===== config.mk =====
export PLATFORM = sky130hd
export DESIGN_NAME = sine_svpwm_generator
export DESIGN_NICKNAME = d
export VERILOG_FILES = /design/src/hw/rtl/ssg_pkg.sv /design/src/hw/rtl/ssg_sine_rom.sv /design/src/hw/rtl/ssg_divider.sv /design/src/hw/rtl/sine_svpwm_generator.sv
export SDC_FILE = /design/constraint.sdc
export NUM_CORES = 2
export LEC_CHECK = 0
export BUFFER_PORTS_ARGS = -buffer_cell sky130_fd_sc_hd__buf_2
export CAP_MARGIN = 25
export CELL_PAD_IN_SITES_DETAIL_PLACEMENT = 1
export CELL_PAD_IN_SITES_GLOBAL_PLACEMENT = 2
export CORE_MARGIN = 2
export CORE_UTILIZATION = 43
export CTS_CLUSTER_SIZE = 20
export DETAILED_ROUTE_END_ITERATION = 8
export GPL_TIMING_DRIVEN = 0
export PLACE_DENSITY_LB_ADDON = 0.1
export RECOVER_POWER = 25
export REMOVE_ABC_BUFFERS = 1
export SLEW_MARGIN = 20
export SYNTH_ARGS = -nofsm -noshare
export SYNTH_HDL_FRONTEND = slang
export SYNTH_SLANG_ARGS = --single-unit

===== constraint.sdc =====
create_clock -name clk -period 12.8 [get_ports clk]
set_input_delay 1.92 -clock clk [delete_from_list [all_inputs] [get_ports clk]]
set_output_delay 1.92 -clock clk [all_outputs]
set_load 0.05 [all_outputs]

===== src/hw/rtl/ssg_pkg.sv =====
// Shared constants, types and the sine table function of the sine and space-vector PWM generator.
package ssg_pkg;

	// Default address width of the full-turn sine table.
	localparam int TABLE_ADDR_BITS_DEF = 10;

	// Phase offsets of one third and two thirds of a turn.
	localparam logic [15:0] SHIFT_120 = 16'd21845;
	localparam logic [15:0] SHIFT_240 = 16'd43690;

	// Reset values of the configuration registers.
	localparam logic        SVPWM_ENABLE_RST    = 1'b1;
	localparam logic [15:0] BOOST_AMPLITUDE_RST = 16'd2000;
	localparam logic [14:0] BOOST_FREQ_RST      = 15'd1;
	localparam logic [15:0] MAX_AMPLITUDE_RST   = 16'd37810;
	localparam logic [14:0] WEAK_FREQ_RST       = 15'd120;
	localparam logic [15:0] SLEW_PERIOD_RST     = 16'd100;

	// Configuration register indexes on the APB port.
	typedef enum logic [2:0] {
		REG_SVPWM_ENABLE    = 3'd0,
		REG_BOOST_AMPLITUDE = 3'd1,
		REG_BOOST_FREQ      = 3'd2,
		REG_MAX_AMPLITUDE   = 3'd3,
		REG_WEAK_FREQ       = 3'd4,
		REG_SLEW_PERIOD     = 3'd5
	} reg_idx_t;

	// Response of the serial divider.
	typedef struct packed {
		logic        done;
		logic [15:0] quot;
	} div_rsp_t;

	// Fixed-point constants of the quarter-wave polynomial.
	localparam longint unsigned ONE_Q30     = 64'd1 << 30;
	localparam longint unsigned HALF_PI_Q30 = 64'd1686629713;

	// Magnitude of the sine sample at quarter-wave position u, with 2**qbits steps per quarter.
	// It is only evaluated at elaboration to build the constant table.
	function automatic logic [14:0] sine_mag(input int unsigned u, input int unsigned qbits);
		longint unsigned th;
		longint unsigned t2;
		longint unsigned p;
		longint unsigned s;
		longint unsigned mag;
		th = (longint'(u) * HALF_PI_Q30) >> qbits;
		t2 = (th * th) >> 30;
		p = ONE_Q30;
		p = ONE_Q30 - ((t2 * p) >> 30) / 110;
		p = ONE_Q30 - ((t2 * p) >> 30) / 72;
		p = ONE_Q30 - ((t2 * p) >> 30) / 42;
		p = ONE_Q30 - ((t2 * p) >> 30) / 20;
		p = ONE_Q30 - ((t2 * p) >> 30) / 6;
		s = (th * p) >> 30;
		mag = (s * 64'd32767 + (64'd1 << 29)) >> 30;
		if (mag > 64'd32767) begin
			mag = 64'd32767;
		end
		return mag[14:0];
	endfunction

endpackage


===== src/hw/rtl/ssg_sine_rom.sv =====
// Quarter-wave sine table with a registered signed sample output.
module ssg_sine_rom #(
	parameter int ADDR_BITS = ssg_pkg::TABLE_ADDR_BITS_DEF
) (
	input  logic               clk,
	input  logic [15:0]        phase,
	output logic signed [15:0] sample
);

	localparam int QBITS   = ADDR_BITS - 2;
	localparam int QUARTER = 1 << QBITS;
	localparam logic [14:0] PEAK = ssg_pkg::sine_mag(QUARTER, QBITS);

	logic [14:0]          mag_tab [QUARTER];
	logic [ADDR_BITS-1:0] idx;
	logic [1:0]           quad;
	logic [QBITS-1:0]     r;
	logic [QBITS-1:0]     r_mirror;
	logic [14:0]          mag;

	// Constant quarter-wave magnitudes.
	for (genvar gi = 0; gi < QUARTER; gi++) begin : g_tab
		assign mag_tab[gi] = ssg_pkg::sine_mag(gi, QBITS);
	end

	// Fold the table index into the first quadrant.
	assign idx      = phase[15 -: ADDR_BITS];
	assign quad     = idx[ADDR_BITS-1 -: 2];
	assign r        = idx[QBITS-1:0];
	assign r_mirror = ~r + {{(QBITS-1){1'b0}}, 1'b1};

	always_comb begin
		if (!quad[0]) begin
			mag = mag_tab[r];
		end else if (r == '0) begin
			mag = PEAK;
		end else begin
			mag = mag_tab[r_mirror];
		end
	end

	// The second half of the turn is negative.
	always_ff @(posedge clk) begin
		sample <= quad[1] ? -$signed({1'b0, mag}) : $signed({1'b0, mag});
	end

endmodule


===== src/hw/rtl/ssg_divider.sv =====
// Serial restoring divider for the V/f slope, one quotient bit per cycle.
module ssg_divider (
	input  logic               clk,
	input  logic               arst_n,
	input  logic               start,
	input  logic signed [16:0] num,
	input  logic [14:0]        den,
	output ssg_pkg::div_rsp_t  rsp
);

	logic        busy_q;
	logic        done_q;
	logic [3:0]  cnt_q;
	logic [15:0] dvd_q;
	logic [14:0] rem_q;
	logic [14:0] den_q;
	logic        neg_q;
	logic [15:0] trial;
	logic        fits;
	logic [16:0] num_mag;

	// Magnitude of the dividend; the quotient is negated at the end.
	assign num_mag = num[16] ? -num : num;

	assign trial = {rem_q, dvd_q[15]};
	assign fits  = trial >= {1'b0, den_q};

	// Iteration control.
	always_ff @(posedge clk or negedge arst_n) begin
		if (!arst_n) begin
			busy_q <= 1'b0;
			done_q <= 1'b0;
			cnt_q  <= '0;
		end else begin
			done_q <= 1'b0;
			if (start) begin
				busy_q <= 1'b1;
				cnt_q  <= '0;
			end else if (busy_q) begin
				cnt_q <= cnt_q + 4'd1;
				if (cnt_q == 4'd15) begin
					busy_q <= 1'b0;
					done_q <= 1'b1;
				end
			end
		end
	end

	// Shift the dividend out and the quotient bits in.
	always_ff @(posedge clk) begin
		if (start) begin
			dvd_q <= num_mag[15:0];
			rem_q <= '0;
			den_q <= den;
			neg_q <= num[16];
		end else if (busy_q) begin
			dvd_q <= {dvd_q[14:0], fits};
			rem_q <= fits ? 15'(trial - {1'b0, den_q}) : trial[14:0];
		end
	end

	assign rsp.done = done_q;
	assign rsp.quot = neg_q ? -dvd_q : dvd_q;

endmodule


===== src/hw/rtl/sine_svpwm_generator.sv =====
// Top level of the sine and space-vector PWM generator: register port, sequencer, multiplier.
// Sequence: each accepted tick runs the table read, the multiply and the store once per phase, then the
// output step; a ramp step on the sloped part of the V/f curve first runs the 16 serial divider steps and
// the slope multiply. A new tick is taken only once the previous result has left the output step;
// the single multiplier runs once per phase and once for the slope.
// Reset: asynchronous, active low; clears the generator state and loads the register defaults.
module sine_svpwm_generator #(
	parameter int TABLE_ADDR_BITS = ssg_pkg::TABLE_ADDR_BITS_DEF
) (
	input  logic               clk,
	input  logic               arst_n,
	// Configuration port
	input  logic               psel,
	input  logic               penable,
	input  logic               pwrite,
	input  logic [4:0]         paddr,
	input  logic [31:0]        pwdata,
	output logic [31:0]        prdata,
	output logic               pready,
	// Tick input
	input  logic               in_valid,
	output logic               in_ready,
	input  logic signed [15:0] freq_setpoint,
	// Result output
	output logic               out_valid,
	input  logic               out_ready,
	output logic [10:0]        duty_a,
	output logic [10:0]        duty_b,
	output logic [10:0]        duty_c,
	output logic               trig_rising,
	output logic signed [15:0] current_freq
);

	typedef enum logic [7:0] {
		ST_IDLE  = 8'b0000_0001,
		ST_DIV   = 8'b0000_0010,
		ST_VMUL  = 8'b0000_0100,
		ST_VAMP  = 8'b0000_1000,
		ST_ROM   = 8'b0001_0000,
		ST_SMUL  = 8'b0010_0000,
		ST_STORE = 8'b0100_0000,
		ST_OUT   = 8'b1000_0000
	} state_t;

	state_t state_q;

	// Configuration registers
	logic        svpwm_enable_q;
	logic [15:0] boost_amplitude_q;
	logic [14:0] boost_freq_q;
	logic [15:0] max_amplitude_q;
	logic [14:0] weak_freq_q;
	logic [15:0] slew_period_q;

	// Generator state
	logic [15:0]        phase_acc_q;
	logic signed [15:0] ramp_freq_q;
	logic [16:0]        slew_count_q;
	logic [15:0]        amplitude_q;

	// Sequencer data
	logic [1:0]         k_q;
	logic [14:0]        dist_q;
	logic [15:0]        slope_q;
	logic signed [32:0] product_q;
	logic signed [17:0] s_q [3];

	logic               wr_en;
	logic [2:0]         reg_idx;
	logic               in_xfer;
	logic               out_xfer;
	logic               load_out;
	logic               step;
	logic               on_line;
	logic signed [15:0] freq_prev;
	logic signed [15:0] sample;
	logic [15:0]        rom_phase;
	logic signed [16:0] op_a;
	logic signed [15:0] op_b;
	logic               div_start;
	ssg_pkg::div_rsp_t  div_rsp;

	assign pready   = 1'b1;
	assign reg_idx  = paddr[4:2];
	assign wr_en    = psel && penable && pwrite && pready;
	assign in_ready = (state_q == ST_IDLE);
	assign in_xfer  = in_valid && in_ready;
	assign out_xfer = out_valid && out_ready;
	assign load_out = (state_q == ST_OUT) && (!out_valid || out_ready);

	// Register writes.
	always_ff @(posedge clk or negedge arst_n) begin
		if (!arst_n) begin
			svpwm_enable_q    <= ssg_pkg::SVPWM_ENABLE_RST;
			boost_amplitude_q <= ssg_pkg::BOOST_AMPLITUDE_RST;
			boost_freq_q      <= ssg_pkg::BOOST_FREQ_RST;
			max_amplitude_q   <= ssg_pkg::MAX_AMPLITUDE_RST;
			weak_freq_q       <= ssg_pkg::WEAK_FREQ_RST;
			slew_period_q     <= ssg_pkg::SLEW_PERIOD_RST;
		end else if (wr_en) begin
			unique case (reg_idx)
				ssg_pkg::REG_SVPWM_ENABLE:    svpwm_enable_q    <= pwdata[0];
				ssg_pkg::REG_BOOST_AMPLITUDE: boost_amplitude_q <= pwdata[15:0];
				ssg_pkg::REG_BOOST_FREQ:      boost_freq_q      <= pwdata[14:0];
				ssg_pkg::REG_MAX_AMPLITUDE:   max_amplitude_q   <= pwdata[15:0];
				ssg_pkg::REG_WEAK_FREQ:       weak_freq_q       <= pwdata[14:0];
				ssg_pkg::REG_SLEW_PERIOD:     slew_period_q     <= pwdata[15:0];
				default: begin
				end
			endcase
		end
	end

	// Register reads.
	always_comb begin
		unique case (reg_idx)
			ssg_pkg::REG_SVPWM_ENABLE:    prdata = {31'd0, svpwm_enable_q};
			ssg_pkg::REG_BOOST_AMPLITUDE: prdata = {16'd0, boost_amplitude_q};
			ssg_pkg::REG_BOOST_FREQ:      prdata = {17'd0, boost_freq_q};
			ssg_pkg::REG_MAX_AMPLITUDE:   prdata = {16'd0, max_amplitude_q};
			ssg_pkg::REG_WEAK_FREQ:       prdata = {17'd0, weak_freq_q};
			ssg_pkg::REG_SLEW_PERIOD:     prdata = {16'd0, slew_period_q};
			default:                      prdata = '0;
		endcase
	end

	// Ramp step decision and V/f segment of the pre-step frequency.
	assign freq_prev = ramp_freq_q;
	assign step      = slew_count_q >= {1'b0, slew_period_q};
	assign on_line   = (freq_prev != 16'sd0) && !(freq_prev < $signed({1'b0, boost_freq_q}))
		&& (freq_prev < $signed({1'b0, weak_freq_q}));
	assign div_start = in_xfer && step && on_line;

	ssg_divider u_div (
		.clk    (clk),
		.arst_n (arst_n),
		.start  (div_start),
		.num    ($signed({1'b0, max_amplitude_q}) - $signed({1'b0, boost_amplitude_q})),
		.den    (weak_freq_q - boost_freq_q),
		.rsp    (div_rsp)
	);

	// Table address for the phase selected by the sequencer.
	always_comb begin
		unique case (k_q)
			2'd1:    rom_phase = phase_acc_q + ssg_pkg::SHIFT_120;
			2'd2:    rom_phase = phase_acc_q + ssg_pkg::SHIFT_240;
			default: rom_phase = phase_acc_q;
		endcase
	end

	ssg_sine_rom #(
		.ADDR_BITS (TABLE_ADDR_BITS)
	) u_rom (
		.clk    (clk),
		.phase  (rom_phase),
		.sample (sample)
	);

	// Shared multiplier: slope times distance, or amplitude times sine sample.
	assign op_a = (state_q == ST_VMUL) ? $signed({1'b0, slope_q}) : $signed({1'b0, amplitude_q});
	assign op_b = (state_q == ST_VMUL) ? $signed({1'b0, dist_q}) : sample;

	always_ff @(posedge clk) begin
		product_q <= 33'(op_a) * 33'(op_b);
	end

	// Midpoint offset and duty values of the finished tick.
	logic signed [17:0] mn;
	logic signed [17:0] mx;
	logic signed [18:0] mid_sum;
	logic signed [17:0] ofs;
	logic [15:0]        d_a;
	logic [15:0]        d_b;
	logic [15:0]        d_c;
	logic signed [18:0] p_ext;
	logic signed [18:0] f_ext;
	logic signed [18:0] trig_lo;
	logic signed [18:0] trig_hi;
	logic               trig;

	always_comb begin
		mn = s_q[0];
		mx = s_q[0];
		if (s_q[1] < mn) mn = s_q[1];
		if (s_q[1] > mx) mx = s_q[1];
		if (s_q[2] < mn) mn = s_q[2];
		if (s_q[2] > mx) mx = s_q[2];
		mid_sum = 19'(mn) + 19'(mx);
		ofs     = svpwm_enable_q ? 18'(mid_sum >>> 1) : 18'sd0;
		d_a     = 16'(s_q[0] - ofs);
		d_b     = 16'(s_q[1] - ofs);
		d_c     = 16'(s_q[2] - ofs);
	end

	// Trigger window around a quarter turn.
	assign p_ext   = $signed({3'b000, phase_acc_q});
	assign f_ext   = 19'(ramp_freq_q);
	assign trig_lo = p_ext - f_ext + 19'sd1;
	assign trig_hi = p_ext + f_ext - 19'sd1;
	assign trig    = (trig_lo <= 19'sd16384) && (trig_hi >= 19'sd16384);

	// Sequencer and generator state.
	always_ff @(posedge clk or negedge arst_n) begin
		if (!arst_n) begin
			state_q      <= ST_IDLE;
			phase_acc_q  <= '0;
			ramp_freq_q  <= '0;
			slew_count_q <= '0;
			amplitude_q  <= '0;
			k_q          <= '0;
		end else begin
			unique case (state_q)
				ST_IDLE: begin
					k_q <= '0;
					if (in_xfer) begin
						if (step) begin
							slew_count_q <= '0;
							if (ramp_freq_q < freq_setpoint) begin
								ramp_freq_q <= ramp_freq_q + 16'sd1;
							end else if (ramp_freq_q > freq_setpoint) begin
								ramp_freq_q <= ramp_freq_q - 16'sd1;
							end
							if (freq_prev == 16'sd0) begin
								amplitude_q <= '0;
							end else if (freq_prev < $signed({1'b0, boost_freq_q})) begin
								amplitude_q <= boost_amplitude_q;
							end else if (!on_line) begin
								amplitude_q <= max_amplitude_q;
							end
							state_q <= on_line ? ST_DIV : ST_ROM;
						end else begin
							slew_count_q <= slew_count_q + 17'd1;
							state_q      <= ST_ROM;
						end
					end
				end
				ST_DIV: begin
					if (div_rsp.done) begin
						state_q <= ST_VMUL;
					end
				end
				ST_VMUL: begin
					state_q <= ST_VAMP;
				end
				ST_VAMP: begin
					amplitude_q <= max_amplitude_q - product_q[15:0];
					state_q     <= ST_ROM;
				end
				ST_ROM: begin
					state_q <= ST_SMUL;
				end
				ST_SMUL: begin
					state_q <= ST_STORE;
				end
				ST_STORE: begin
					if (k_q == 2'd2) begin
						state_q <= ST_OUT;
					end else begin
						k_q     <= k_q + 2'd1;
						state_q <= ST_ROM;
					end
				end
				ST_OUT: begin
					if (load_out) begin
						phase_acc_q <= phase_acc_q + ramp_freq_q;
						state_q     <= ST_IDLE;
					end
				end
				default: begin
					state_q <= ST_IDLE;
				end
			endcase
		end
	end

	// Result valid flag: set by the output step, cleared by a result transfer.
	always_ff @(posedge clk or negedge arst_n) begin
		if (!arst_n) begin
			out_valid <= 1'b0;
		end else if (load_out) begin
			out_valid <= 1'b1;
		end else if (out_xfer) begin
			out_valid <= 1'b0;
		end
	end

	// Sequencer data path registers.
	always_ff @(posedge clk) begin
		if (in_xfer) begin
			dist_q <= 15'($signed({1'b0, weak_freq_q}) - freq_prev);
		end
		if (state_q == ST_DIV && div_rsp.done) begin
			slope_q <= div_rsp.quot;
		end
		if (state_q == ST_STORE) begin
			s_q[k_q] <= product_q[32:15];
		end
	end

	// Output register.
	always_ff @(posedge clk) begin
		if (load_out) begin
			duty_a       <= {~d_a[15], d_a[14:5]};
			duty_b       <= {~d_b[15], d_b[14:5]};
			duty_c       <= {~d_c[15], d_c[14:5]};
			trig_rising  <= trig;
			current_freq <= ramp_freq_q;
		end
	end

	// The block is busy right after taking a tick.
	assert property (@(posedge clk) disable iff (!arst_n)
		in_valid && in_ready |=> !in_ready)
		else $error("input taken while a tick is in progress");

	// The slew counter never passes the largest period.
	assert property (@(posedge clk) disable iff (!arst_n)
		!slew_count_q[16])
		else $error("slew counter overflow");

	// The divider only finishes while the sequencer waits for it.
	assert property (@(posedge clk) disable iff (!arst_n)
		div_rsp.done |-> state_q == ST_DIV)
		else $error("divider result outside the slope step");

	// A new result only comes from the output step.
	assert property (@(posedge clk) disable iff (!arst_n)
		$rose(out_valid) |-> $past(state_q == ST_OUT))
		else $error("result valid without output step");

endmodule


== Yosys cells after proc, flatten, opt, wreduce, memory -nomap -nowiden ==
Memory sizes are Yosys's and may differ from the RTL's.
Cells that the tools add are included.
Word-level totals
  memory bits (writable): 54
  register bits: 338
  memories kept: 3
  memory bits (read-only): 7680
  logic and storage cells: 187
Memory list
  (name not given): depth 256, bits a word 15, rd ports 1, clocked after Yosys merged registers in 0, write ports 0, RTL line ssg_sine_rom.sv:38  | mag = mag_tab[r_mirror];
  (name not given): depth 256, bits a word 15, rd ports 1, clocked after Yosys merged registers in 0, write ports 0, RTL line ssg_sine_rom.sv:34  | mag = mag_tab[r];
  s_q: depth 3, bits a word 18, rd ports 3, clocked after Yosys merged registers in 0, write ports 1, RTL line sine_svpwm_generator.sv:66  | logic signed [17:0] s_q [3];
Cells by class
  order comparisons: 14
  reduce and logical (&&, ||, !) cells: 35
  bitwise operators: 6
  $mul: 1
  add/sub/neg operators: 25
  mux-type cells: 51
  eq/ne operators: 22
Operator list (count)
  16-bit 2-to-1 mux: 14
  15-bit 2-to-1 mux: 8
  16-bit one-hot mux with 6 select lines: 1
  16-bit one-hot mux with 2 select lines: 2
  8-bit one-hot mux with 8 select lines: 1
  16-bit subtractor: 4
  17-bit 2-to-1 mux: 3
  16-bit < comparator: 3
  15-bit subtractor: 3
  18-bit greater-than comparator: 2
  18-bit < comparator: 2
  18-bit 2-to-1 mux: 2
  17-bit by 16-bit multiplier with 33-bit output: 1
  8-bit 2-to-1 mux: 4
  16-bit negation: 2
  18-bit by 2-bit adder with 19-bit output (second input constant): 1
  19-bit by 16-bit >= comparator with 1-bit output (second input constant): 1
  19-bit by 16-bit <= comparator with 1-bit output (second input constant): 1
  18-bit by 2-bit subtractor with 19-bit output (second input constant): 1
  17-bit by 16-bit adder with 18-bit output: 1
  9-bit >= comparator (second input constant): 2
  8-bit inverter with 9-bit output: 2
  2-bit AND reduction: 9
  17-bit by 16-bit subtractor with 18-bit output: 1
  other kinds (49): 83

== Longest topological paths before layout ==
  depth after elaboration: 12
  mapped depth: 44

== Cells and area by module ==
Synthesis repeated with hierarchy kept, for this count alone.
Second synthesis, totals
  cells, all modules: 5620
  area, all modules: 46798.6 µm²
Modules (own cells, without submodules)
  sine_svpwm_generator: cells an instance 3671, sequential area each 8623.3 µm², instances 1, area an instance 33042.9 µm²
  ssg_sine_rom: cells an instance 1548, sequential area each 320.3 µm², instances 1, area an instance 10113.4 µm²
  ssg_divider: cells an instance 401, sequential area each 1411.4 µm², instances 1, area an instance 3642.2 µm²

== Worst setup path before layout ==
OpenSTA, ideal clock, no wires.
  path kind: flip-flop to flip-flop
  start point: memory s_q[1][17]
  end point: register duty_c[10], data pin
  slack: 4.471 ns
  period minus slack after synthesis: 8.329 ns
  data arrival time: 8.060 ns
  path buffers: 5
  cell stages (with the launch flop): 42
  library setup time: 0.270 ns
  path through: edfxtp_1 > ha_1 > clkbuf_1 > nand4_1 > nor3_1 > a22oi_1 > and2_1 > o211ai_1 > buf_1 > clkbuf_1 > mux2i_1 > ha_1 > a21oi_1 > nand2_1 > a221o_1 > a21oi_1 > a31oi_1 > or2_2 > [6 not listed] > o21ai_0 > a21boi_0 > o21ai_0 > a21boi_0 > o21ai_0 > a21boi_0 > o21ai_0 > nand2_1 > xor2_1 > nand2_1 > ha_1 > a21oi_1 > o21ai_0 > a211oi_1 > o21bai_1 > a21o_1 > a21oi_1 > xor3_1
RTL lines
  from (decl): RTL line sine_svpwm_generator.sv:66
  to (signal assigned): RTL line sine_svpwm_generator.sv:306  | duty_c <= {~d_c[15], d_c[14:5]};
  to (decl): RTL line sine_svpwm_generator.sv:29  | output logic [10:0] duty_c,

== Final worst setup path ==
  start point: register state_q[5]
  end point: register product_q[32]
Between the ends
  cells in the longest elaborated chain, start to end: 3
  elaborated cells between the ends (all ways): 4
RTL lines
  from (decl): RTL line sine_svpwm_generator.sv:45  | state_t state_q;
  from (signal assigned): RTL line sine_svpwm_generator.sv:231  | state_q <= on_line ? ST_DIV : ST_ROM;
  8-bit by 3-bit equality test with 1-bit output (*): RTL line sine_svpwm_generator.sv:161, sine_svpwm_generator.sv:162
  16-bit 2-to-1 mux, on equally long branches: RTL line sine_svpwm_generator.sv:161, sine_svpwm_generator.sv:162
  17-bit by 16-bit multiplier with 33-bit output (*): RTL line sine_svpwm_generator.sv:165  | product_q <= 33'(op_a) * 33'(op_b);
  to (signal assigned): RTL line sine_svpwm_generator.sv:165
  to (decl): RTL line sine_svpwm_generator.sv:65  | logic signed [32:0] product_q;
Mark *: on every way between the ends. The rest lies on a longest branch, timed or not.
A chain may end at the register's enable or synchronous reset.

==> impl_metrics.env <==
export IMPL_start_util=0.434
export IMPL_report_final_slew_viol_count=113
export IMPL_vias=42500
export IMPL_place_hpwl_um=131000
export IMPL_period_minus_slack_ns=10.46
export IMPL_grt_pass1_wl_um=265000
export IMPL_worstHoldEndpoint="s_q[0][1]$_DFFE_PP_"
export IMPL_antenna_found_initial=1
export IMPL_drive_gt1_frac=0.0816
export IMPL_detail_route_wl_per_cell_um=25.1
export IMPL_rsz0062_at_grt="false"
export IMPL_min_delay_start="product_q[16]$_DFF_P_"
export IMPL_portBuffers=109
export IMPL_stdcell_area_sq_mm=0.0501
export IMPL_rows=119
export IMPL_synth_distinct_cells=116
export IMPL_ys_ff_latch=392
export IMPL_vias_per_cell=6.15
export IMPL_core_sq_mm=0.105
export IMPL_critPathLaunchType="flop"
export IMPL_cpMostUsedCell="fa_1"
export IMPL_status="finished, violations left"
export IMPL_critPathMaxFanout=27
export IMPL_drt_iter0_markers=3607
export IMPL_grt_busiest_layer="met2"
export IMPL_rr_startpoint="state_q[5]$_DFFE_PN0P_"
export IMPL_dr_pass1_iters=8
export IMPL_die_height_um=330
export IMPL_worstPathRequired_ns=13.32
export IMPL_post_route_period_util=0.817
export IMPL_use_met2=0.506
export IMPL_dpl_cell_area_sq_mm=0.0484
export IMPL_max_clock_freq_mhz=95.6
export IMPL_ff2ff_path_depth=32
export IMPL_clk_pin_slew_ns=0.06
export IMPL_cts_tree="built"
export IMPL_max_cap_violations=2
export IMPL_violations="design-rule violations, max-capacitance violations, max-slew violations"
export IMPL_hp_class="reg -> reg"
export IMPL_rrSetupSlack_ns=2.34
export IMPL_syn_avg_cell_area_sq_um=8.27
export IMPL_ctsResizeCount=0
export IMPL_async_flop_share=0.411
export IMPL_synth_top_area_cell="ha_1"
export IMPL_ant_nets=0
export IMPL_critPathKind="reg -> reg"
export IMPL_clockBufferDepth=3
export IMPL_clk_latency_ns=0.67
export IMPL_yosysWarnings=0
export IMPL_synth_seq_area_share=0.226
export IMPL_drc=9
export IMPL_layout_common_cells="nand2_1, inv_1, ha_1, nor2_1, o21ai_0"
export IMPL_drt_wl_total_um=173000
export IMPL_syn_cell_area_sq_mm=0.0458
export IMPL_finalSetupViolCount=0
export IMPL_synthCells=5533
export IMPL_io_pins=145
export IMPL_instances_no_fill=6903
export IMPL_num_antenna_cells=0
export IMPL_final_common_cell="nand2_1"
export IMPL_grt_overflow_total=0
export IMPL_fin_nets=6261
export IMPL_reg2reg_to="product_q[32]$_DFF_P_"
export IMPL_n_fill_cell=12500
export IMPL_power_density_mw_per_mm2=102
export IMPL_grtUsageMet1=0.434
export IMPL_cts_hold_buf=0
export IMPL_critPathSlowestCell="a211oi_1"
export IMPL_post_cts_buffers=0
export IMPL_cts_sinks=392
export IMPL_max_stage_delay_ns=0.70
export IMPL_area_growth_pct=9.43
export IMPL_ir_drop_mv=0.106
export IMPL_finClkSkew_ns=0.0501
export IMPL_cp_end_kind="flop"
export IMPL_gr_usage_met3=0.0432
export IMPL_track_usage=0.314
export IMPL_die_area_sq_mm=0.109
export IMPL_cts_buffers=49
export IMPL_die_x_um=330
export IMPL_synth_area_leaders="ha_1, edfxtp_1, fa_1, dfrtp_1, nand2_1"
export IMPL_synth_flop_cell="edfxtp_1"
export IMPL_yosysTopAreaCellShare=0.142
export IMPL_place_inst=6804
export IMPL_hold_depth=0
export IMPL_cp_arrival_ns=10.99
export IMPL_slew_headroom=-2.40
export IMPL_tightest_slew_ns=5.10
export IMPL_leakage_uw=0.0225
export IMPL_first_global_vias=42600
export IMPL_place_gp_congestion=0.942
export IMPL_synth_edff_count=167
export IMPL_cts_root_buffer="clkbuf_16"
export IMPL_hold_viol=0
export IMPL_cts_max_level=2
export IMPL_grt_max_degree=87
## cells in the mapped netlist (81+ instances only)
| cell type | count |
|---|---|
| inv_1 | 566 |
| dfrtp_1 | 137 |
| nor3_1 | 119 |
| xnor2_1 | 131 |
| ha_1 | 521 |
| buf_2 | 81 |
| nand2_1 | 629 |
| clkbuf_1 | 191 |
| edfxtp_1 | 167 |
| nand3_1 | 100 |
| o21ai_0 | 388 |
| a21oi_1 | 299 |
| a21o_1 | 81 |
| nor2_1 | 477 |
| mux2i_1 | 149 |
| fa_1 | 209 |
## final cells by class
| cell class | count | area (sq um) | area share |
|---|---|---|---|
| repair buffers | 198 | 2090 | 0.0417 |
| clock inverters | 27 | 275 | 0.00549 |
| clock buffers | 65 | 1340 | 0.0267 |
| inverters | 578 | 2180 | 0.0436 |
| multi-input cells | 4252 | 32100 | 0.641 |
| well taps | 1391 | 1740 | 0.0347 |
| flip-flops and latches | 392 | 10400 | 0.207 |
## report_power, final
group | switching [uW] | internal [uW] | total (uW)
clock | 629 | 803 | 1430
combinational | 1260 | 808 | 2070
sequential | 118 | 1470 | 1590
total | 2010 | 3080 | 5090
## cells by family after synthesis
group           Yosys count  share of synthesized area
other cells               2                   0.000164
flops                   392                      0.226
mux                     188                     0.0437
fa+ha+maj               731                      0.234
xor+xnor                196                     0.0393
simple gates           1625                      0.160
compound gates         1495                      0.217
buf+inv                 904                     0.0799
## flip-flops by register name, summed over array words and instances (netlist names), 15 cells and up
signal / flops
slew_period_q: 16
phase_acc_q: 16
amplitude_q: 16
dist_q: 15
max_amplitude_q: 16
boost_freq_q: 15
u_div.den_q: 15
current_freq: 16
product_q: 33
u_rom.sample: 16
freq_prev: 16
s_q: 54
weak_freq_q: 15
u_div.rem_q: 15
slope_q: 16
u_div.dvd_q: 16
boost_amplitude_q: 16
slew_count_q: 17
## worst max path at each step
| stage | start | endpoint | slack (ns) | cells after the start |
|---|---|---|---|---|
| finish | state_q[5]$_DFFE_PN0P_ | product_q[32]$_DFF_P_ | 2.34 | 32 |
| global route | state_q[5]$_DFFE_PN0P_ | product_q[32]$_DFF_P_ | 1.77 | 32 |
| CTS | state_q[5]$_DFFE_PN0P_ | product_q[32]$_DFF_P_ | 2.34 | 32 |
| detailed placement | state_q[5]$_DFFE_PN0P_ | product_q[32]$_DFF_P_ | 2.36 | 32 |
| global placement | k_q[0]$_DFFE_PN0P_ | u_rom.sample[14]$_DFF_P_ | -4.75 | 23 |
| floorplan | k_q[0]$_DFFE_PN0P_ | u_rom.sample[12]$_DFF_P_ | 2.26 | 23 |
## worst max-delay path, delay by kind of cell, from the launching register on
kind | cells | cell delay [ns]
adder cells (fa/ha/maj) | 7 | 3.34
AO/OA/AOI/OAI | 8 | 2.50
AND/OR/NAND/NOR | 6 | 2.23
buffers and inverters | 10 | 1.65
flip-flops | 1 | 0.42
XOR/XNOR | 1 | 0.14
## through the flow
step           total power (uW)  utilization  setup TNS (ns)  hold WS [ns]  setup slack [ns]
3_3_place_gp               3550        0.442          -70.94         0.432             -4.75
2_1_floorplan              2980            -               0         0.421              2.26
6_report                   5090        0.475               0         0.439              2.34
5_1_grt                    5400        0.475               0         0.463              1.77
4_1_cts                    5120        0.475               0         0.440              2.34
3_5_place_dp               3660        0.460               0         0.444              2.36
## metal layers
metal	wire (um)	vias up
met1	77400	21200
li1	-	19400
met4	6620	0
met3	10600	334
met5	0	-
met2	78500	1517
Power figures use the tool's default switching activity.
